**src/sv/aebf_pkg.sv**
```systemverilog
// Package for the audio elastic buffer core: operation codes, rate adjust codes,
// the stage-one control struct and the default sizing constants.
// No dependencies.
`timescale 1ns / 1ps
`default_nettype none
package aebf_pkg;

  typedef enum logic [1:0] {
    OP_WRITE    = 2'd0,
    OP_READ     = 2'd1,
    OP_FEEDBACK = 2'd2,
    OP_RESET    = 2'd3
  } op_t;

  typedef enum logic [1:0] {
    RA_NONE = 2'd0,
    RA_UP   = 2'd1,
    RA_DOWN = 2'd2,
    RA_RSVD = 2'd3
  } rate_adj_t;

  localparam int DEF_PACKETS_IN_RING = 20;
  localparam int DEF_PACKET_SAMPLES  = 100;

  localparam int SAMPLE_W = 16;
  localparam int LEN_W    = 7;
  localparam int FB_W     = 24;
  localparam int FILL_W   = 11;
  localparam int GAIN_W   = 9;

  localparam logic [FB_W-1:0] FB_STEP = 24'd100;

  localparam logic [1:0] CFG_NOMINAL = 2'd0;
  localparam logic [1:0] CFG_MODE    = 2'd1;
  localparam logic [1:0] CFG_GAIN    = 2'd2;

  localparam logic [FB_W-1:0]   NOMINAL_RESET = 24'd786432;
  localparam logic [GAIN_W-1:0] GAIN_RESET    = 9'd256;

  typedef struct packed {
    logic              sample_valid;
    logic              dropped;
    logic              underrun;
    logic              start;
    logic [FB_W-1:0]   feedback;
    logic [FILL_W-1:0] fill;
  } aebf_s1_t;

endpackage
`default_nettype wire

```
**src/sv/aebf_ctrl.sv**
```systemverilog
// Ring control: positions, packet admission, playback start, read serving and
// rate feedback, registered into the stage-one control struct.
// Depends on aebf_pkg.
`timescale 1ns / 1ps
`default_nettype none
module aebf_ctrl
  import aebf_pkg::*;
#(
  parameter int PACKETS_IN_RING = DEF_PACKETS_IN_RING,
  parameter int PACKET_SAMPLES  = DEF_PACKET_SAMPLES,
  localparam int DEPTH = PACKETS_IN_RING * PACKET_SAMPLES,
  localparam int POS_W = $clog2(DEPTH)
) (
  input  wire logic                clk,
  input  wire logic                rst_n,
  input  wire logic                accept,
  input  wire logic [1:0]          op,
  input  wire logic [SAMPLE_W-1:0] sample,
  input  wire logic                first,
  input  wire logic [LEN_W-1:0]    len,
  input  wire logic [FB_W-1:0]     nominal,
  output logic                     wr_en,
  output logic      [POS_W-1:0]    wr_addr,
  output logic      [SAMPLE_W-1:0] wr_data,
  output logic                     rd_en,
  output logic      [POS_W-1:0]    rd_addr,
  output logic                     s1_valid_r,
  output aebf_s1_t                 s1_r
);

  localparam logic [POS_W:0]   DEPTH_C = (POS_W+1)'(DEPTH);
  localparam logic [POS_W-1:0] LAST_C  = POS_W'(DEPTH - 1);
  localparam logic [POS_W-1:0] HALF_C  = POS_W'(DEPTH / 2);
  localparam logic [POS_W-1:0] HI_C    = POS_W'(DEPTH * 3 / 4);
  localparam logic [POS_W-1:0] LO_C    = POS_W'(DEPTH / 4);
  localparam logic [POS_W:0]   PS_C    = (POS_W+1)'(PACKET_SAMPLES);

  logic [POS_W-1:0] wp_r, wp_nxt;
  logic [POS_W-1:0] rp_r, rp_nxt;
  logic             play_r, play_nxt;
  logic [POS_W-1:0] flr_r, flr_nxt;
  rate_adj_t        ra_r, ra_nxt;
  logic [LEN_W-1:0] wl_r, wl_nxt;
  logic             wa_r, wa_nxt;
  logic             srv_r, srv_nxt;
  aebf_s1_t         s1_nxt;

  logic [POS_W-1:0] fill;
  logic [POS_W:0]   free;
  logic [POS_W:0]   fill_after;
  logic [LEN_W-1:0] wl_v;
  logic             acc_v;
  logic             srv_v;
  rate_adj_t        ra_v;
  logic [FB_W:0]    fb_sum;

  always_comb begin
    if (wp_r >= rp_r) begin
      fill = wp_r - rp_r;
    end else begin
      fill = POS_W'((POS_W+1)'(wp_r) + DEPTH_C - (POS_W+1)'(rp_r));
    end
    free   = DEPTH_C - (POS_W+1)'(fill);
    fb_sum = (FB_W+1)'(nominal) + (FB_W+1)'(FB_STEP);
  end

  assign wr_addr = wp_r;
  assign wr_data = sample;
  assign rd_addr = rp_r;

  always_comb begin
    wp_nxt     = wp_r;
    rp_nxt     = rp_r;
    play_nxt   = play_r;
    flr_nxt    = flr_r;
    ra_nxt     = ra_r;
    wl_nxt     = wl_r;
    wa_nxt     = wa_r;
    srv_nxt    = srv_r;
    wr_en      = 1'b0;
    rd_en      = 1'b0;
    s1_nxt     = '0;
    fill_after = (POS_W+1)'(fill);
    wl_v       = first ? len : wl_r;
    acc_v      = first ? (free > (POS_W+1)'(len)) : wa_r;
    srv_v      = first ? ((POS_W+1)'(fill) > PS_C) : srv_r;
    ra_v       = ra_r;
    if (flr_r > HI_C) begin
      ra_v = RA_DOWN;
    end else if (flr_r < LO_C) begin
      ra_v = RA_UP;
    end
    if (accept) begin
      unique case (op_t'(op))
        OP_WRITE: begin
          if (first || wl_r != '0) begin
            if (wl_v != '0) begin
              if (acc_v) begin
                wr_en      = 1'b1;
                wp_nxt     = (wp_r == LAST_C) ? '0 : wp_r + 1'b1;
                fill_after = (POS_W+1)'(fill) + 1'b1;
              end
              wl_v = wl_v - 1'b1;
            end
            s1_nxt.dropped = !acc_v;
            if (wl_v == '0 && !play_r && wp_nxt >= HALF_C) begin
              play_nxt     = 1'b1;
              s1_nxt.start = 1'b1;
            end
          end
          wl_nxt = wl_v;
          wa_nxt = acc_v;
        end
        OP_READ: begin
          if (first) begin
            flr_nxt = fill;
          end
          srv_nxt = srv_v;
          if (srv_v && fill != '0) begin
            rd_en               = 1'b1;
            rp_nxt              = (rp_r == LAST_C) ? '0 : rp_r + 1'b1;
            fill_after          = (POS_W+1)'(fill) - 1'b1;
            s1_nxt.sample_valid = 1'b1;
          end else begin
            s1_nxt.underrun = 1'b1;
          end
        end
        OP_FEEDBACK: begin
          ra_nxt = ra_v;
          case (ra_v)
            RA_UP:   s1_nxt.feedback = fb_sum[FB_W] ? '1 : fb_sum[FB_W-1:0];
            RA_DOWN: s1_nxt.feedback = (nominal < FB_STEP) ? '0 : nominal - FB_STEP;
            default: s1_nxt.feedback = nominal;
          endcase
        end
        OP_RESET: begin
          wp_nxt     = '0;
          rp_nxt     = '0;
          play_nxt   = 1'b0;
          wl_nxt     = '0;
          wa_nxt     = 1'b0;
          srv_nxt    = 1'b0;
          fill_after = '0;
        end
        default: begin
        end
      endcase
    end
    s1_nxt.fill = FILL_W'(fill_after);
  end

  always_ff @(posedge clk) begin
    if (!rst_n) begin
      wp_r       <= '0;
      rp_r       <= '0;
      play_r     <= 1'b0;
      flr_r      <= '0;
      ra_r       <= RA_NONE;
      wl_r       <= '0;
      wa_r       <= 1'b0;
      srv_r      <= 1'b0;
      s1_valid_r <= 1'b0;
    end else begin
      wp_r       <= wp_nxt;
      rp_r       <= rp_nxt;
      play_r     <= play_nxt;
      flr_r      <= flr_nxt;
      ra_r       <= ra_nxt;
      wl_r       <= wl_nxt;
      wa_r       <= wa_nxt;
      srv_r      <= srv_nxt;
      s1_valid_r <= accept;
    end
  end

  always_ff @(posedge clk) begin
    s1_r <= s1_nxt;
  end

endmodule
`default_nettype wire

```
**config.mk**
```make
export PLATFORM = sky130hd
export DESIGN_NAME = aebf_ctrl
export DESIGN_NICKNAME = d
export VERILOG_FILES = /design/src/sv/aebf_pkg.sv /design/src/sv/aebf_ctrl.sv
export SDC_FILE = /design/constraint.sdc
export NUM_CORES = 1
export LEC_CHECK = 0
export BUFFER_PORTS_ARGS = -buffer_cell sky130_fd_sc_hd__buf_4
export CELL_PAD_IN_SITES_DETAIL_PLACEMENT = 1
export CELL_PAD_IN_SITES_GLOBAL_PLACEMENT = 2
export CORE_ASPECT_RATIO = 1.1
export CORE_MARGIN = 2
export CORE_UTILIZATION = 33
export CTS_BUF_LIST = sky130_fd_sc_hd__clkbuf_2 sky130_fd_sc_hd__clkbuf_4 sky130_fd_sc_hd__clkbuf_8
export DETAILED_ROUTE_END_ITERATION = 10
export PLACE_DENSITY_LB_ADDON = 0.15
export SLEW_MARGIN = 20
export SYNTH_ARGS = -nofsm -noshare
export SYNTH_HDL_FRONTEND = slang
export SYNTH_SLANG_ARGS = --single-unit
```
**constraint.sdc**
```tcl
create_clock -name clk -period 5.9 [get_ports clk]
set_input_delay 0.59 -clock clk [delete_from_list [all_inputs] [get_ports clk]]
set_output_delay 0.59 -clock clk [all_outputs]
set_load 0.01 [all_outputs]
```
# Word level (Yosys, flattened, before mapping)
# Index checks and enable logic that the tools add are counted.
# W data, S select, Z words.
[classes] addsub=11 magnitude_cmp=7 n_eq_ne=10 mux=47 reduce_logical=22
[op_table] operator="$mux W11" n=15
[op_table] operator="$mux W24" n=2
[op_table] operator="$pmux W24 S2" n=1
[op_table] operator="$pmux W11 S2" n=2
[op_table] operator="$mux W7" n=6
[op_table] operator="$add A11 B1 Y11 const B" n=3
[op_table] operator="$pmux W11 S3" n=1
[op_table] operator="$add A24 B7 Y25 const B" n=1
[op_table] operator="$lt A24 B7 Y1 const B" n=1
[op_table] operator="$sub A24 B7 Y24 const B" n=1
[op_table] operator="$eq A11 B11 Y1 const B" n=2
[op_table] operator="$sub A11 B11 Y11" n=2
[op_table] operator="$mux W1" n=14
[op_table] operator="$pmux W7 S2" n=1
[op_table] operator="$reduce_bool A7 Y1" n=2
[op_table] operator="$gt A12 B7 Y1" n=1
[op_table] operator="$reduce_and A3 Y1" n=4
[op_table] operator="$sub A11 B11 Y12 const A" n=1
[op_table] operator="$add A11 B11 Y11 const B" n=1
[op_table] operator="$ge A11 B10 Y1 const B" n=1
[op_table] operator="$ge A11 B11 Y1" n=1
[op_table] operator="$gt A11 B11 Y1 const B" n=1
[op_table] operator="$gt A11 B7 Y1 const B" n=1
[op_table] operator="$lt A11 B9 Y1 const B" n=1
[op_table] operator="other kinds (16)" n=31
[word_totals] regBits=85 input_bits=53 out_inout_bits=80

# Logic depth before layout (Yosys ltp)
[logic_depth] word_depth=16 ltp_mapped=26

# Worst setup path after synthesis
# Ideal clock, no wire load.
[synth_timing] path_type="flip-flop to flip-flop" start="reg wp_r[3], in the netlist wr_addr[3]" end="reg s1_r[6] (netlist bit)" arrival_time_ps=5054 required_ps=5765 slack_ps=711 path_stages_with_launch=26 n_path_buf=2 period_less_slack_ps=5189 cell_sequence="dfxtp_1 -> ha_1 -> inv_1 -> fa_1 -> and2b_1 -> a21o_1 -> nor2_2 -> a21oi_4 -> buf_4 -> a21oi_1 -> nor3_1 -> a21oi_1 -> xnor2_1 -> ha_1 -> o21ai_0 -> a21oi_1 -> o31ai_1 -> o311ai_2 -> a211oi_1 -> a31o_1 -> or2_1 -> buf_6 -> or4_1 -> mux2i_1 -> a22oi_1 -> o21ai_1"
[synth_via] elab_chain_len=11 word_cells_on_any_way=20 classes_between="add/sub: 6; order compare: 3; mux: 9; reduce/logical: 2"
[synth_rtl] element="from (decl)" line="aebf_ctrl.sv:38" source="logic [POS_W-1:0] wp_r, wp_nxt;"
[synth_rtl] element="from (signal assigned)" line="aebf_ctrl.sv:164" source="wp_r <= wp_nxt;"
[synth_rtl] element="$add A11 B11 Y11" line="aebf_ctrl.sv:61" source="fill = POS_W'((POS_W+1)'(wp_r) + DEPTH_C - (POS_W+1)'(rp_r));"
[synth_rtl] element="$sub A11 B11 Y11" line="aebf_ctrl.sv:61"
[synth_rtl] element="$mux W11 (*)" line="aebf_ctrl.sv:58" source="if (wp_r >= rp_r) begin"
[synth_rtl] element="$sub A11 B11 Y12" line="aebf_ctrl.sv:63" source="free = DEPTH_C - (POS_W+1)'(fill);"
[synth_rtl] element="$gt A12 B7 Y1" line="aebf_ctrl.sv:85" source="acc_v = first ? (free > (POS_W+1)'(len)) : wa_r;"
[synth_rtl] element="$mux W1" line="aebf_ctrl.sv:85"
[synth_rtl] element="$mux W11" line="aebf_ctrl.sv:98" source="if (acc_v) begin"
[synth_rtl] element="$mux W11" line="aebf_ctrl.sv:97" source="if (wl_v != '0) begin"
[synth_rtl] element="$mux W11" line="aebf_ctrl.sv:96" source="if (first || wl_r != '0) begin"
[synth_rtl] element="$pmux W11 S3" line="aebf_ctrl.sv:94" source="unique case (op_t'(op))"
[synth_rtl] element="$mux W11 (*)" line="aebf_ctrl.sv:93" source="if (accept) begin"
[synth_rtl] element="via fill_after[6]" line="aebf_ctrl.sv:50" source="logic [POS_W:0] fill_after;"
[synth_rtl] element="to (signal assigned)" line="aebf_ctrl.sv:177" source="s1_r <= s1_nxt;"
[synth_rtl] element="to (decl)" line="aebf_ctrl.sv:28" source="output aebf_s1_t s1_r"
# The timed path passes the listed nets; every way through them passes the cells marked *.
# A chain may end at the register's enable or synchronous reset.

# Worst setup path after layout
[layout_timing] start="reg wp_r[2], in the netlist wr_addr[2]" end="out wr_en"
[layout_via] elab_chain_len=11 word_cells_on_any_way=13 classes_between="add/sub: 4; order compare: 2; mux: 7"
[layout_rtl] element="$add A11 B11 Y11" line="aebf_ctrl.sv:61"
[layout_rtl] element="$sub A11 B11 Y11" line="aebf_ctrl.sv:61"
[layout_rtl] element="$mux W11 (*)" line="aebf_ctrl.sv:58"
[layout_rtl] element="$sub A11 B11 Y12 (*)" line="aebf_ctrl.sv:63"
[layout_rtl] element="$gt A12 B7 Y1 (*)" line="aebf_ctrl.sv:85"
[layout_rtl] element="$mux W1 (*)" line="aebf_ctrl.sv:85"
[layout_rtl] element="$mux W1 (*)" line="aebf_ctrl.sv:98"
[layout_rtl] element="$mux W1 (*)" line="aebf_ctrl.sv:97"
[layout_rtl] element="$mux W1 (*)" line="aebf_ctrl.sv:96"
[layout_rtl] element="$mux W1 (*)" line="aebf_ctrl.sv:94"
[layout_rtl] element="$mux W1 (*)" line="aebf_ctrl.sv:93"
[layout_rtl] element="to (decl)" line="aebf_ctrl.sv:22" source="output logic wr_en,"
# Every way passes the cells marked *; elsewhere a longest branch is shown, timed or not.

==> implementation parameters <==
Parameter                              Value

Drt
  Routed len/inst ... 19.25 um
  First-pass iteration count of the detailed router ... 5
  Antenna viol nets, final ... 0
  First-iteration detailed-routing DRC count ... 352
  Average via count per standard cell ... 5.594
  DRC violations left ... 0
  Total vias in the final route ... 7843
  Total Wirelength ... 26990 um

Clocking
  Sinks on the clock net ... 85
  Max Root-Sink Buffers ... 2
  Clock transition time at the flip-flop clock pins of the worst setup and hold paths ... 0.10 ns
  CTS buffer count ... 9
  Clock insertion delay at the later pin of the skew report ... 0.41 ns
  CTS tree ... done
  Number of H-tree levels ... 3
  Clock root cell ... sky130_fd_sc_hd__clkbuf_8

Placement
  Post-Place Setup Slack ... 0.2140 ns
  Placed wire-length estimate ... 20920 um
  Number of input and output port buffers inserted ... 100
  Weighted congestion at the end of routability-driven global placement ... 0.8428

Floorplan
  Height of the chip ... 162.9 um
  Initial core utilization ... 33.35%
  CORE AREA ... 22710 um^2
  Floorplan die area ... 24180 um^2
  Row Count ... 58
  Top-level port count ... 133
  Die width ... 148.5 um

Outcome
  Status ... finished clean

Timing
  Fin. max-slew vios ... 0
  Setup repair after global routing missed its margin ... no
  Headroom to the max-slew limit ... 29.28%
  Final worst path period need ... 5.507 ns
  Slew at the pin closest to its max-slew limit ... 1.058 ns
  Final Hold Vio Count ... 0
  Setup Total Neg Slack ... 0 ns
  Peak clock frequency supported by timing ... 181.6 MHz
  Count of endpoints failing setup in the final report ... 0
  Skew final ... 0.02179 ns
  Worst setup slack after layout ... 0.3935 ns
  Post-route clock period utilization ... 93.33%

Pwr
  Net switching share of the total power ... 38.41%
  Internal ... 965.3 uW
  Part of the power in registers ... 39.0%
  Worst-case vdd ir drop ... 0.1189 mV
  Part of the total power dissipated in the clock network ... 29.0%
  Power density over the cells ... 178.2 nW/um^2
  Combinational cell fraction of total power ... 31.9%
  Static leakage ... 0.003668 uW
  Switching power total ... 602.1 uW

GRT
  Maximum number of pins on one net before global-route repair ... 35
  Via count of the first global-routing pass ... 7735
  Wire length of the first global-routing pass ... 42810 um
  Overall Global Routing Usage ... 22.28%
  Overflow left after global routing ... 0
  Antenna violations before repair ... 0

Cells and area
  Layout cell share with drive strength beyond 1 ... 16.15%
  Most frequent cells in the layout ... sky130_fd_sc_hd__buf_4, sky130_fd_sc_hd__nor2_1, sky130_fd_sc_hd__nand2_1, sky130_fd_sc_hd__dfxtp_1, sky130_fd_sc_hd__inv_1
  Count of inserted antenna diode cells ... 0
  Total Nets Final ... 1203
  Post-synthesis to final-layout area growth ... 16.09%
  Commonest non-fill, non-tap cell in the layout ... sky130_fd_sc_hd__buf_4
  Fillcell total ... 2830

Logic synthesis
  Synth warnings ... 0
  Cell area after synthesis ... 7575 um^2
  FF+latch count, synth ... 85
  Post-Syn Instances ... 1025
  Count of flip-flops with a built-in enable after synthesis ... 0
  Mean post-synth cell area ... 7.390 um^2
  Post-synth cell types ... 87
  Prevailing post-synth register cell ... sky130_fd_sc_hd__dfxtp_1
  Number of nets in the synthesized netlist ... 1131
  Seq/Total Area, Yosys ... 22.46%
  Synth async-reset ratio ... 0%

Worst setup path
  Top fanout value on the critical path ... 8
  Required time at the endpoint of the critical path ... 5.31 ns
  Type of origin of the critical path ... register
  Critical Path Sink Type ... primary output
  Critical path data arrival time ... 4.92 ns
  Type of the worst setup path ... register to primary output

Worst hold path
  Worst Hold Class ... input pin to register

Run
  MaxCap Viol Count ... 0
## critical path, stage by stage, from the launching register on
cell and delay, ns:
sky130_fd_sc_hd__dfxtp_1 0.55, sky130_fd_sc_hd__ha_1 0.28, sky130_fd_sc_hd__inv_1 0.07, sky130_fd_sc_hd__fa_1 0.56, sky130_fd_sc_hd__nor2b_1 0.25, sky130_fd_sc_hd__a21oi_2 0.11
sky130_fd_sc_hd__xnor2_1 0.35, sky130_fd_sc_hd__mux2i_1 0.13, sky130_fd_sc_hd__buf_4 0.19, sky130_fd_sc_hd__a21boi_1 0.17, sky130_fd_sc_hd__xnor2_1 0.10, sky130_fd_sc_hd__ha_1 0.31
sky130_fd_sc_hd__nand4_1 0.09, sky130_fd_sc_hd__o22a_1 0.18, sky130_fd_sc_hd__o31ai_1 0.08, sky130_fd_sc_hd__o311ai_2 0.15, sky130_fd_sc_hd__a211oi_2 0.27, sky130_fd_sc_hd__a31o_1 0.22
sky130_fd_sc_hd__or2_4 0.20, sky130_fd_sc_hd__nor2_1 0.10, sky130_fd_sc_hd__buf_4 0.15
## timing repair
action / 4_1_cts / 5_1_grt
endpoints found under the setup margin: 1 / 2
hold buffers: 0 / 0
setup buffers: 0 / 1
resized for setup: 4 / 6
## through the flow
stage	hold WS [ns]	std cells	cell area [um^2]	util (%)	total power (uW)
4_1_cts	0.3965	1401	8767	38.60	1581
5_1_grt	0.4062	1402	8793	38.71	1656
3_5_place_dp	0.4508	1385	8549	37.64	1115
3_3_place_gp	0.4445	1385	8549	37.64	1113
2_1_floorplan	0.4363	1025	7575	-	952.1
6_report	0.4124	1402	8793	38.71	1567
## cell usage after synthesis, drive strengths merged, types with 13 or more instances
library cell    n  area [um^2]
clkbuf         30        112.6
mux2i          32        320.3
nand2          98        370.4
ha             47        588.1
buf            38        249.0
inv            71        266.5
dfxtp          85         1702
o21ai          73        369.1
nor3           29        150.1
nor2          117        444.2
a22oi          16        120.1
and3           13        81.33
xnor2          25        219.0
a221oi         16        140.1
a21oi          63        334.1
nand3          46        230.2
## layer usage
| metal | vias up | part of all wire, % | track usage, % |
|---|---|---|---|
| met5 | - | 0 | 0 |
| met4 | 0 | 1.2 | 4.719 |
| met3 | 19 | 3.4 | 3.613 |
| met2 | 127 | 45 | 35.77 |
| met1 | 3850 | 50 | 31.48 |
| li1 | 3847 | - | - |
## power by group through the flow
| stage | logic [uW] | clock network (uW) | registers (uW) |
|---|---|---|---|
| detailed placement | 490 | 0 | 625 |
| global route | 554 | 488 | 614 |
| global placement | 487 | 0 | 625 |
| CTS | 496 | 473 | 612 |
| floorplan | 320 | 0 | 632 |
| finish | 501 | 455 | 612 |
## sequential cells by signal, summed over array words and instances, names as in the netlist
register / flops
s1_r: 39
wr_addr: 11
play_r: 1
flr_r: 11
rd_addr: 11
wl_r: 7
wa_r: 1
s1_valid_r: 1
srv_r: 1
ra_r: 2
## final timing paths
| path | start | to | slack, ns | cells past startpoint |
|---|---|---|---|---|
| setup / recovery | wr_addr[2] | wr_en | 0.39 | 20 |
| setup reg to reg | wr_addr[2] | play_r | 0.63 | 22 |
| hold / removal | nominal[10] | s1_r[21] | 0.41 | 2 |
| hold reg to reg | flr_r[1] | flr_r[1] | 0.46 | 2 |
## kinds of logic (layout without fill, tap and decap cells)
family	after synthesis	count (layout)	share of synthesized area [%]
AOI/OAI and AO/OA	289	289	26.33
xor gates and xnor gates	30	30	3.469
adders and majority gates	53	53	9.349
buffers and inverters	140	217	8.341
DFF	85	85	22.46
muxes	38	38	5.170
and+or+nand+nor	390	390	24.88
## area by class of cell
cell class / count / area (um^2) / share of cell area [%]
Multi-Input combinational cell: 800 / 5271 / 59.95
Sequential cell: 85 / 1703 / 19.37
Timing Repair Buffer: 129 / 968.4 / 11.01
Tap cell: 300 / 375.4 / 4.269
Inverter: 72 / 270.3 / 3.073
Clock buffer: 9 / 123.9 / 1.409
Clock inverter: 7 / 81.33 / 0.9249
(Power assumes the default switching activity.)
