===== src/sv/aebf_pkg.sv =====
// Package for the audio elastic buffer core: operation codes, rate adjust codes,
// the stage-one control struct and the default sizing constants.
// No dependencies.
`timescale 1ns / 1ps
`default_nettype none
package aebf_pkg;

  typedef enum logic [1:0] {
    OP_WRITE    = 2'd0,
    OP_READ     = 2'd1,
    OP_FEEDBACK = 2'd2,
    OP_RESET    = 2'd3
  } op_t;

  typedef enum logic [1:0] {
    RA_NONE = 2'd0,
    RA_UP   = 2'd1,
    RA_DOWN = 2'd2,
    RA_RSVD = 2'd3
  } rate_adj_t;

  localparam int DEF_PACKETS_IN_RING = 20;
  localparam int DEF_PACKET_SAMPLES  = 100;

  localparam int SAMPLE_W = 16;
  localparam int LEN_W    = 7;
  localparam int FB_W     = 24;
  localparam int FILL_W   = 11;
  localparam int GAIN_W   = 9;

  localparam logic [FB_W-1:0] FB_STEP = 24'd100;

  localparam logic [1:0] CFG_NOMINAL = 2'd0;
  localparam logic [1:0] CFG_MODE    = 2'd1;
  localparam logic [1:0] CFG_GAIN    = 2'd2;

  localparam logic [FB_W-1:0]   NOMINAL_RESET = 24'd786432;
  localparam logic [GAIN_W-1:0] GAIN_RESET    = 9'd256;

  typedef struct packed {
    logic              sample_valid;
    logic              dropped;
    logic              underrun;
    logic              start;
    logic [FB_W-1:0]   feedback;
    logic [FILL_W-1:0] fill;
  } aebf_s1_t;

endpackage
`default_nettype wire


===== src/sv/aebf_gain.sv =====
// Output stage: applies the speaker gain with saturation to ring samples in speaker
// mode and registers the result item. Depends on aebf_pkg.
`timescale 1ns / 1ps
`default_nettype none
module aebf_gain
  import aebf_pkg::*;
(
  input  wire logic                clk,
  input  wire logic                rst_n,
  input  wire logic                s1_valid,
  input  wire aebf_s1_t            s1,
  input  wire logic [SAMPLE_W-1:0] rd_data,
  input  wire logic                speaker_mode,
  input  wire logic [GAIN_W-1:0]   speaker_gain,
  output logic                     out_valid_r,
  output logic      [SAMPLE_W-1:0] sample_r,
  output logic                     dropped_r,
  output logic                     underrun_r,
  output logic                     start_r,
  output logic      [FB_W-1:0]     feedback_r,
  output logic      [FILL_W-1:0]   fill_r
);

  localparam int PROD_W = SAMPLE_W + GAIN_W + 1;

  logic signed [PROD_W-1:0]   prod;
  logic signed [PROD_W-9:0]   scaled;
  logic        [SAMPLE_W-1:0] sat;
  logic        [SAMPLE_W-1:0] sample_nxt;

  always_comb begin
    prod   = $signed(rd_data) * $signed({1'b0, speaker_gain});
    scaled = prod[PROD_W-1:8];
    if (scaled > (PROD_W-8)'(32767)) begin
      sat = 16'h7FFF;
    end else if (scaled < -(PROD_W-8)'(32768)) begin
      sat = 16'h8000;
    end else begin
      sat = scaled[SAMPLE_W-1:0];
    end
    if (!s1.sample_valid) begin
      sample_nxt = '0;
    end else if (speaker_mode) begin
      sample_nxt = sat;
    end else begin
      sample_nxt = rd_data;
    end
  end

  always_ff @(posedge clk) begin
    if (!rst_n) begin
      out_valid_r <= 1'b0;
    end else begin
      out_valid_r <= s1_valid;
    end
  end

  always_ff @(posedge clk) begin
    sample_r   <= sample_nxt;
    dropped_r  <= s1.dropped;
    underrun_r <= s1.underrun;
    start_r    <= s1.start;
    feedback_r <= s1.feedback;
    fill_r     <= s1.fill;
  end

endmodule
`default_nettype wire


===== config.mk =====
export PLATFORM = sky130hd
export DESIGN_NAME = aebf_gain
export DESIGN_NICKNAME = d
export VERILOG_FILES = /design/src/sv/aebf_pkg.sv /design/src/sv/aebf_gain.sv
export SDC_FILE = /design/constraint.sdc
export NUM_CORES = 1
export LEC_CHECK = 0
export ABC_AREA = 1
export BUFFER_PORTS_ARGS = -buffer_cell sky130_fd_sc_hd__buf_2
export CORE_MARGIN = 1.5
export CORE_UTILIZATION = 63
export DETAILED_ROUTE_END_ITERATION = 8
export PLACE_DENSITY = 0.87
export SYNTH_ARGS = -nofsm -noshare
export SYNTH_HDL_FRONTEND = slang
export SYNTH_SLANG_ARGS = --single-unit

===== constraint.sdc =====
create_clock -name clk -period 9.9 [get_ports clk]
set_input_delay 1.485 -clock clk [delete_from_list [all_inputs] [get_ports clk]]
set_output_delay 1.485 -clock clk [all_outputs]
set_load 0.02 [all_outputs]

After elaboration in Yosys (flattened, before gate mapping). Cells that the tools add are included.

Flip-flop bits (word level): 55. Input port bits: 68. Output and inout bits: 55. Word-level logic and storage cells: 13.

$mul: 1. $lt $le $gt $ge: 2. Muxes and demuxes: 3.

Operators by type and width (count): $mux W16 (3); $mul A16 B10 Y26 (1); $gt A18 B16 Y1 const B (1); $lt A18 B16 Y1 const B (1).

Logic depth before layout (Yosys ltp). Gate-level depths: netlist of run 1.

Depth after elaboration: 5. Mapped depth: 29. Depth with buffers taken out: 26.

Least setup slack after synthesis of run 1. OpenSTA, ideal clock, no wires.

Path kind: input to register. Start point: in speaker_gain[3]. End point: reg sample_r[10]. Arrival: 6.352 ns. Required time: 9.778 ns. Setup slack: 3.426 ns. Cell stages on the path: 23. Cells stage by stage: clkbuf_1 -> clkbuf_1 -> nand2_1 -> fa_1 -> fa_1 -> inv_1 -> fa_1 -> inv_1 -> fa_1 -> fa_1 -> inv_1 -> ha_1 -> inv_2 -> nor3_2 -> and2_2 -> nand2_2 -> a21oi_2 -> nor2_1 -> nand2_1 -> nand2_2 -> a21oi_4 -> buf_6 -> a21oi_2.

Cells in the longest elaborated chain, start to end: 5. Elaborated cells on any way between the ends: 6.

Ends and longest elaborated chain: start: declaration (line aebf_gain.sv:14) `input wire logic [GAIN_W-1:0] speaker_gain,`; $mul A16 B10 Y26 * (line aebf_gain.sv:32) `prod = $signed(rd_data) * $signed({1'b0, speaker_gain});`; $lt A18 B16 Y1 (line aebf_gain.sv:36) `end else if (scaled < -(PROD_W-8)'(32768)) begin`; $mux W16 (line aebf_gain.sv:36); $mux W16 * (line aebf_gain.sv:34) `if (scaled > (PROD_W-8)'(32767)) begin`; $mux W16 * (line aebf_gain.sv:43) `end else if (speaker_mode) begin`; end signal: assignment (line aebf_gain.sv:59) `sample_r <= sample_nxt;`; end: declaration (line aebf_gain.sv:16) `output logic [SAMPLE_W-1:0] sample_r,`.

Mark *: on every way between the ends. The rest lies on a longest branch, timed or not. A chain may end at the register's enable or synchronous reset.

Final worst setup path of run 1.
Start point: in speaker_gain[1]. End point: reg sample_r[4].

Same word-level chain as after synthesis.

==> results.yml, run 1 <==
floorplan:
  ios: 123
  rows: 39
  die_area_um2: 12440
  initial_standard_cell_utilization_of_the_core_pct: 64.72
  die-height_um: 111.5
  chipWidth_um: 111.5
  floorplan.core_area_um2: 11470
layout:
  n_antenna_cell: 0
  final_cell_area_um2: 8193
  syn2layout_area_growth_pct: 10.38
  postLayoutCoreUtil_pct: 71.45
  post_route_cells_drive_above_1_share_pct: 14.26
  nets: 1330
power:
  cellPowerDensity_nw_per_um2: 367.9
  vdd.ir_drop.worst_v: 0.0002515
  power_leakage_nw: 5.127
timing:
  timing.max_slew.rel_slack_pct: 57.23
  timing_worst_slew_pin_value_ns: 0.6401
  setup-violations-final: 0
  rsz0062_at_grt: "no"
  final.period_utilization_pct: 67.69
  finalHoldWorstSlack_ns: 1.277
  fin_setup_tns_ns: 0
  timing_limited_maximum_frequency_mhz: 149.2
  hold_viol: 0
  timing.final.max_slew_violations: 0
  finalCriticalPeriod_ns: 6.701
logic_synthesis:
  asyncSetResetFlopFracSynth_pct: 0
  synth-seq-area-share_pct: 14.83
  synth_flop_cell: "sky130_fd_sc_hd__dfxtp_1"
  synthMostInstantiatedCell: "sky130_fd_sc_hd__nand2_1"
  edff_count_synth: 0
  mappedNetlistArea_um2: 7422
  synth_top_cell_by_area: "sky130_fd_sc_hd__fa_1"
  mapped_avg_cell_area_um2: 7.459
  postSynthNetCount: 1239
  postSynthCellCount: 995
  top_area_cells_in_the_synthesized_netlist: "sky130_fd_sc_hd__fa_1, sky130_fd_sc_hd__nand2_1, sky130_fd_sc_hd__dfxtp_1"
  post-synth-top-area-fraction_pct: 32.64
  yosys.cell_types.count: 36
  ys_ff_latch: 55
  synth_commonest_cells: "sky130_fd_sc_hd__nand2_1, sky130_fd_sc_hd__inv_1, sky130_fd_sc_hd__fa_1"
  synthesis.yosys.warnings: 0
hold_path:
  min_delay_path_depth: 1
  hold_start: "s1[15]"
  hold-path-endpoint: "feedback_r[4]"
  min-delay-path-class: "primary input to flip-flop"
global_routing:
  gr-usage-all-layers_pct: 31.30
  grt_pass1_vias: 6756
  antenna_found_initial: 0
  overflow: 0
  grt_first_pass_wirelength_mm: 31.43
  grt_max_degree: 20
routing:
  antenna_violating_nets_post_route: 0
  postRouteWirelength_mm: 17.96
  dr.pass1.iters: 5
  average_wire_length_per_cell_after_detail_routing_um: 14.60
  viasPerCell: 5.149
  first_iteration_detailed_routing_drc_count: 376
  detailroute.via_count: 6333
  drc: 0
placement:
  finalWeightedCongestion: 0.9407
  detailed_place.area_um2: 8040
  portBuffers: 122
  hpwl_mm: 15.02
setup_path:
  crit_fanout: 16
  worst_setup_path_end_kind: "flip-flop"
  timing.setup.critical_path_class: "primary input to flip-flop"
  critical_path_required_ns: 10.06
  worst-endpoint-arrival_ns: 6.86
  startpoint_class: "primary input"
clock_network:
  clock_tree_from_tritoncts: "yes"
  clkTransAtPathRegs_ns: 0.08
  cts_bufs_inserted: 5
  postCtsResizedCells: 0
  cts_root_buf: "sky130_fd_sc_hd__clkbuf_16"
  clock_tree.buffer_depth: 2
  holdBufCountCts: 0
  cts.sink_count: 55
  cts.htree.levels: 2
  cts.repair_timing.setup_buffer_count: 0
outcome:
  status: "complete, no violations"
run:
  maxCapViolations: 0
[worst max-delay path, stage by stage]
cell,delay [ns]
sky130_fd_sc_hd__buf_2,0.27
sky130_fd_sc_hd__nand2_1,0.19
sky130_fd_sc_hd__fa_1,0.65
sky130_fd_sc_hd__fa_1,0.66
sky130_fd_sc_hd__inv_1,0.13
sky130_fd_sc_hd__fa_1,0.49
sky130_fd_sc_hd__inv_1,0.05
sky130_fd_sc_hd__fa_1,0.48
sky130_fd_sc_hd__fa_1,0.51
sky130_fd_sc_hd__inv_1,0.04
sky130_fd_sc_hd__ha_1,0.39
sky130_fd_sc_hd__inv_2,0.09
sky130_fd_sc_hd__nor3_2,0.18
sky130_fd_sc_hd__and2_2,0.20
sky130_fd_sc_hd__nand2_2,0.06
sky130_fd_sc_hd__a21oi_2,0.09
sky130_fd_sc_hd__nor2_1,0.06
sky130_fd_sc_hd__nand2_1,0.06
sky130_fd_sc_hd__nand2_2,0.07
sky130_fd_sc_hd__a21oi_4,0.54
sky130_fd_sc_hd__a21oi_1,0.15
[worst max path at each step]
stage	end	slack (ns)	startpoint
2_1_floorplan	sample_r[10]	3.43	speaker_gain[3]
3_3_place_gp	sample_r[4]	3.07	speaker_gain[1]
3_5_place_dp	sample_r[4]	2.93	speaker_gain[1]
4_1_cts	sample_r[4]	3.22	speaker_gain[1]
5_1_grt	sample_r[4]	2.79	speaker_gain[1]
6_report	sample_r[4]	3.20	speaker_gain[1]
[logic make-up after synthesis]
family                     count (synthesis)  share of synthesized area (%)
AOI/OAI and AO/OA                         57                          4.771
xor gates and xnor gates                  14                          1.652
adders and majority gates                176                          41.91
buffers and inverters                    311                          16.12
DFF                                       55                          14.83
and+or+nand+nor                          382                          20.72
[routing by layer]
metal  part of all wire [%]  up-vias  GRT usage (%)
met1                     40     3025          39.41
li1                       -     3026              -
met5                      0        -              0
met3                    6.8       49          3.919
met2                     50      233          55.99
met4                    3.2        0          10.55
[layout make-up]
cell class | count | area (µm²)
Multi-Input combinational cell | 629 | 5125
Fill cell | 912 | 3274
Sequential cell | 55 | 1101
Inverter | 273 | 1025
Timing Repair Buffer | 122 | 610.6
Tap cell | 143 | 178.9
Clock buffer | 5 | 125.1
Clock inverter | 3 | 27.53
[cell usage in the layout (no fill, tap or decap), types with 11 or more instances in the layout]
| master | n |
|---|---|
| sky130_fd_sc_hd__nand3_1 | 19 |
| sky130_fd_sc_hd__a21oi_2 | 11 |
| sky130_fd_sc_hd__dfxtp_1 | 55 |
| sky130_fd_sc_hd__inv_1 | 271 |
| sky130_fd_sc_hd__fa_1 | 121 |
| sky130_fd_sc_hd__nand2_1 | 309 |
| sky130_fd_sc_hd__nor2_1 | 28 |
| sky130_fd_sc_hd__ha_1 | 55 |
| sky130_fd_sc_hd__o21ai_0 | 15 |
| sky130_fd_sc_hd__a21oi_1 | 23 |
| sky130_fd_sc_hd__buf_2 | 122 |
[per-stage QoR]
stage	power, mW	setup slack [ns]	instances
2_1_floorplan	2.262	3.426	995
3_3_place_gp	2.724	3.072	1222
3_5_place_dp	2.795	2.925	1222
4_1_cts	2.994	3.216	1230
5_1_grt	3.401	2.793	1230
6_report	3.014	3.199	1230
[flip-flops by register name, summed over array words and instances, names as in the netlist]
register and cells:
dropped_r 1, sample_r 16, underrun_r 1, start_r 1
out_valid_r 1, feedback_r 24, fill_r 11
[report_power, final]
group	total, mW	internal, mW	switching [mW]
clock network	0.184	0.0962	0.0879
registers	0.273	0.262	0.0112
logic	2.56	0.889	1.67
total	3.01	1.25	1.77
Power figures use the tool's default switching activity.
==> run 2: changes to the inputs <==
--- a/config.mk
+++ b/config.mk
@@ -8,9 +8,9 @@
 export ABC_AREA = 1
 export BUFFER_PORTS_ARGS = -buffer_cell sky130_fd_sc_hd__buf_2
 export CORE_MARGIN = 1.5
-export CORE_UTILIZATION = 63
+export CORE_UTILIZATION = 59
 export DETAILED_ROUTE_END_ITERATION = 8
-export PLACE_DENSITY = 0.87
+export PLACE_DENSITY = 0.82
 export SYNTH_ARGS = -nofsm -noshare
 export SYNTH_HDL_FRONTEND = slang
 export SYNTH_SLANG_ARGS = --single-unit
==> constraint.sdc (replaced) <==
create_clock -name clk -period 6.8 [get_ports clk]
set_input_delay 1.02 -clock clk [delete_from_list [all_inputs] [get_ports clk]]
set_output_delay 1.02 -clock clk [all_outputs]
set_load 0.02 [all_outputs]
==> run 2 against run 1 <==
Effect of this change: utilization is 3.6 points lower; combinational power is 46% higher; largest cell class unchanged; hold slack worse by 0.45 ns; critical path depth is 1 higher; worst setup slack worse by 2.5 ns; critical path type unchanged; global-route usage is 2.6 points lower; die area is 6.6% higher; first-iteration DRC count is 13% higher; cell count is 2.1% higher.
==> results.yml, run 2 (synthesis results as in run 1) <==
routing:
  first_iteration_detailed_routing_drc_count: 424
  drc: 0
  postRouteWirelength_mm: 17.65
  dr.pass1.iters: 5
  viasPerCell: 4.976
  average_wire_length_per_cell_after_detail_routing_um: 14.06
  antenna_violating_nets_post_route: 0
  detailroute.via_count: 6250
setup_path:
  crit_fanout: 16
  critical_path_required_ns: 6.97
  worst_setup_path_end_kind: "flip-flop"
  timing.setup.critical_path_class: "primary input to flip-flop"
  worst-endpoint-arrival_ns: 6.27
  startpoint_class: "primary input"
placement:
  place_ws_ns: 0.4250
  hpwl_mm: 14.76
  finalWeightedCongestion: 0.9709
  portBuffers: 122
timing:
  timing.max_slew.rel_slack_pct: 64.31
  setup-violations-final: 0
  final.period_utilization_pct: 89.72
  finalHoldWorstSlack_ns: 0.8241
  fin_setup_tns_ns: 0
  hold_viol: 0
  rsz0062_at_grt: "no"
  timing_limited_maximum_frequency_mhz: 163.9
  finalCriticalPeriod_ns: 6.101
  timing.final.max_slew_violations: 0
  timing_worst_slew_pin_value_ns: 0.5340
  post_route_setup_slack_ns: 0.6990
hold_path:
  min_delay_path_depth: 1
  min-delay-path-class: "primary input to flip-flop"
outcome:
  status: "complete, no violations"
clock_network:
  clock_tree_from_tritoncts: "yes"
  clkTransAtPathRegs_ns: 0.07
  cts_root_buf: "sky130_fd_sc_hd__clkbuf_16"
  cts_bufs_inserted: 5
  cts.repair_timing.setup_buffer_count: 0
  cts.htree.levels: 2
  cts.sink_count: 55
  postCtsResizedCells: 0
  holdBufCountCts: 0
  clock_tree.buffer_depth: 2
global_routing:
  gr-usage-all-layers_pct: 28.71
  antenna_found_initial: 0
  grt_first_pass_wirelength_mm: 29.97
  grt_max_degree: 19
  overflow: 0
  grt_pass1_vias: 6485
power:
  power_leakage_nw: 5.140
  vdd.ir_drop.worst_v: 0.0003229
  power_mw: 4.422
  cellPowerDensity_nw_per_um2: 536.0
layout:
  post_route_cells_drive_above_1_share_pct: 14.34
  postLayoutCoreUtil_pct: 67.84
  layout.cells.most_common: "sky130_fd_sc_hd__nand2_1"
  reg.largest.list: "feedback_r: 24 flops, sample_r: 16 flops, fill_r: 11 flops"
  nets: 1331
  register_with_the_most_flip_flops: "feedback_r"
  largest_reg_flops: 24
  mostFrequentLayoutCells: "sky130_fd_sc_hd__nand2_1, sky130_fd_sc_hd__inv_1, sky130_fd_sc_hd__buf_2"
  n_antenna_cell: 0
  syn2layout_area_growth_pct: 11.16
floorplan:
  die-height_um: 115.2
  ios: 123
  die_area_um2: 13260
  rows: 40
  floorplan.core_area_um2: 12160
  initial_standard_cell_utilization_of_the_core_pct: 61.03
  chipWidth_um: 115.2
run:
  maxCapViolations: 0
## run 2: report_power, final
part / switching, mW / internal, mW
clock network: 0.121 / 0.175
registers: 0.0156 / 0.381
logic: 2.43 / 1.30
## run 2: area by class of cell
| cell class | instances | area [µm²] |
|---|---|---|
| Fill cell | 1038 | 3911 |
| Timing Repair Buffer | 123 | 618.1 |
| Multi-Input combinational cell | 629 | 5125 |
| Clock buffer | 5 | 125.1 |
| Inverter | 273 | 1025 |
| Sequential cell | 55 | 1101 |
| Tap cell | 168 | 210.2 |
| Clock inverter | 3 | 46.29 |
## run 2: critical path, cell delays in order
cell                      delay, ns
sky130_fd_sc_hd__buf_2         0.28
sky130_fd_sc_hd__nand2_1       0.19
sky130_fd_sc_hd__fa_1          0.75
sky130_fd_sc_hd__fa_1          0.53
sky130_fd_sc_hd__inv_1         0.18
sky130_fd_sc_hd__fa_1          0.45
sky130_fd_sc_hd__fa_1          0.49
sky130_fd_sc_hd__inv_1         0.06
sky130_fd_sc_hd__fa_1          0.50
sky130_fd_sc_hd__inv_1         0.05
sky130_fd_sc_hd__ha_1          0.40
sky130_fd_sc_hd__nand2_1       0.13
sky130_fd_sc_hd__nor3_2        0.14
sky130_fd_sc_hd__and2_2        0.20
sky130_fd_sc_hd__nand2_2       0.06
sky130_fd_sc_hd__a21oi_2       0.09
sky130_fd_sc_hd__nor2_1        0.06
sky130_fd_sc_hd__nand2_1       0.07
sky130_fd_sc_hd__nand2_2       0.08
sky130_fd_sc_hd__a21oi_4       0.14
sky130_fd_sc_hd__buf_4         0.27
sky130_fd_sc_hd__a21oi_1       0.11
## run 2: per-layer routing
metal / up-vias / track usage [%] / part of all wire [%]
met2: 211 / 50.95 / 50
li1: 3029 / - / -
met5: - / 0 / 0
met4: 0 / 7.901 / 2.4
met1: 2974 / 36.95 / 41
met3: 36 / 3.954 / 6.3
## run 2: through the flow
step | cells | area (µm²)
2_1_floorplan | 995 | 7422
3_3_place_gp | 1248 | 8079
3_5_place_dp | 1248 | 8079
4_1_cts | 1256 | 8250
5_1_grt | 1256 | 8250
6_report | 1256 | 8250
## run 2: final timing paths
kind / start / end / slack, ns
min: s1[1] / fill_r[1] / 0.82
max: speaker_gain[1] / sample_r[0] / 0.70
==> run 3: changes to the inputs <==
--- a/config.mk
+++ b/config.mk
@@ -6,7 +6,7 @@
 export NUM_CORES = 1
 export LEC_CHECK = 0
 export ABC_AREA = 1
-export BUFFER_PORTS_ARGS = -buffer_cell sky130_fd_sc_hd__buf_2
+export BUFFER_PORTS_ARGS = -buffer_cell sky130_fd_sc_hd__buf_4
 export CORE_MARGIN = 1.5
 export CORE_UTILIZATION = 59
 export DETAILED_ROUTE_END_ITERATION = 8
==> run 3 against run 2 <==
Effect of this change: global-route usage increased by 0.34 points; clock power decreased by 12%; non-clock buffer count decreased by 1; utilization increased by 2.3 points; sequential power about the same; highest routed layer unchanged; sequential cell count unchanged; cell count about the same; combinational power about the same; worst setup slack improved by 0.025 ns; die area unchanged; count of clock-buffer cells in the layout unchanged; wire length increased by 0.89%.
==> results.yml, run 3 (synthesis results as in run 1) <==
power:
  flop_pwr_share_pct: 9.0
  cellPowerDensity_nw_per_um2: 515.8
  power_switching_mw: 2.548
  p_sw_share_pct: 57.96
  power_leakage_nw: 5.228
  intPower_mw: 1.849
  clkPwrFrac_pct: 5.9
  pwr-share-comb_pct: 85.0
  vdd.ir_drop.worst_v: 0.0003636
layout:
  mostFrequentLayoutCells: "sky130_fd_sc_hd__nand2_1, sky130_fd_sc_hd__inv_1, sky130_fd_sc_hd__buf_4"
  largest_reg_flops: 24
  post_route_cells_drive_above_1_share_pct: 14.26
  postLayoutCoreUtil_pct: 70.09
  layout.cells.most_common: "sky130_fd_sc_hd__nand2_1"
  reg.largest.list: "feedback_r: 24 flops, sample_r: 16 flops, fill_r: 11 flops"
  nets: 1330
  n_antenna_cell: 0
  register_with_the_most_flip_flops: "feedback_r"
  syn2layout_area_growth_pct: 14.85
setup_path:
  critical_path.slowest_cell: "sky130_fd_sc_hd__fa_1"
  crit_cells: 22
  timing.critical_path.buf_inv: 5
  cpPeakStageDelay_ns: 0.65
  cp_cell_sequence: "buf_4 > nand2_1 > fa_1 > fa_1 > inv_1 > fa_1 > inv_1 > fa_1 > fa_1 > inv_1 > ha_1 > inv_2 > nor3_2 > nand2_1 > nor2_1 > nand2_1 > nand3_2 > nand2_1 > nand2_1 > nand2_2 > a21oi_4 > a21oi_1"
  timing.setup.critical_path_class: "primary input to flip-flop"
  crit_fanout: 16
  critical_path_required_ns: 6.95
  worst_setup_path_startpoint: "speaker_gain[1]"
  cp_top_family: "adder cells"
  worst_setup_path_end_kind: "flip-flop"
  startpoint_class: "primary input"
  worst-endpoint-arrival_ns: 6.22
global_routing:
  antenna_found_initial: 0
  top_usage_layer: "met2"
  globalRouteMet1Util_pct: 38.03
  gr-usage-all-layers_pct: 29.05
  grt_first_pass_wirelength_mm: 30.44
  grt_pass1_vias: 6573
  overflow: 0
  grt_util_met3_pct: 3.268
  met2_usage_pct: 51.35
  grt_max_degree: 19
timing:
  finalHoldWorstSlack_ns: 0.8168
  setup-violations-final: 0
  fin_setup_tns_ns: 0
  rsz0062_at_grt: "no"
  finalCriticalPeriod_ns: 6.076
  timing_worst_slew_pin_value_ns: 0.6029
  timing_limited_maximum_frequency_mhz: 164.6
  hold_viol: 0
  timing.final.max_slew_violations: 0
  final.period_utilization_pct: 89.35
  timing.max_slew.rel_slack_pct: 59.72
  post_route_setup_slack_ns: 0.7242
floorplan:
  ios: 123
  chipWidth_um: 115.2
  floorplan.core_area_um2: 12160
  die_area_um2: 13260
  initial_standard_cell_utilization_of_the_core_pct: 61.03
  die-height_um: 115.2
  rows: 40
clock_network:
  holdBufCountCts: 0
  cts_bufs_inserted: 5
  cts.repair_timing.setup_buffer_count: 0
  cts_root_buf: "sky130_fd_sc_hd__clkbuf_16"
  cts.htree.levels: 2
  postCtsResizedCells: 0
  cts.sink_count: 55
  clock_tree.buffer_depth: 2
  clock_tree_from_tritoncts: "yes"
  clkTransAtPathRegs_ns: 0.08
routing:
  average_wire_length_per_cell_after_detail_routing_um: 14.19
  viasPerCell: 4.967
  antenna_violating_nets_post_route: 0
  first_iteration_detailed_routing_drc_count: 347
  drc: 0
  detailroute.via_count: 6234
  dr.pass1.iters: 5
  postRouteWirelength_mm: 17.81
placement:
  place_ws_ns: 0.4499
  finalWeightedCongestion: 0.9473
  hpwl_mm: 14.97
  portBuffers: 122
run:
  maxCapViolations: 0
hold_path:
  min-delay-path-class: "primary input to flip-flop"
  hold_start: "s1[15]"
  min_delay_path_depth: 1
outcome:
  status: "complete, no violations"
[run 3: cell count changes in the layout (fill, tap and decap cells not counted), sizes merged]
cell      before  now
buf          123  122
bufinv         1    0
clkinv         0    2
clkinvlp       1    0
[run 3: power by group through the flow]
stage / clock [mW] / sequential, mW / combinational [mW]
2_1_floorplan: 0 / 0.473 / 2.82
6_report: 0.261 / 0.398 / 3.74
4_1_cts: 0.263 / 0.398 / 3.71
3_3_place_gp: 0 / 0.405 / 3.63
3_5_place_dp: 0 / 0.405 / 3.69
5_1_grt: 0.275 / 0.403 / 4.30
[run 3: layout make-up]
class,count,area (µm²)
Inverter,273,1025
Clock inverter,3,22.52
Clock buffer,5,125.1
Tap cell,168,210.2
Fill cell,1029,3637
Timing Repair Buffer,122,915.9
Multi-Input combinational cell,629,5125
Sequential cell,55,1101
[run 3: per-layer routing]
layer,wire length [µm],vias to the layer above
met2,8984,177
met5,0,-
li1,-,3024
met4,454,0
met1,7602,2998
met3,768,35
[run 3: final timing paths]
path	end
max	sample_r[2]
min	feedback_r[4]
[run 3: through the flow]
stage          total power, mW  cells  instance area [µm²]
4_1_cts                  4.373   1255                 8524
6_report                 4.397   1255                 8524
3_5_place_dp             4.092   1247                 8377
5_1_grt                  4.977   1255                 8524
3_3_place_gp             4.030   1247                 8377
2_1_floorplan            3.293    995                 7422
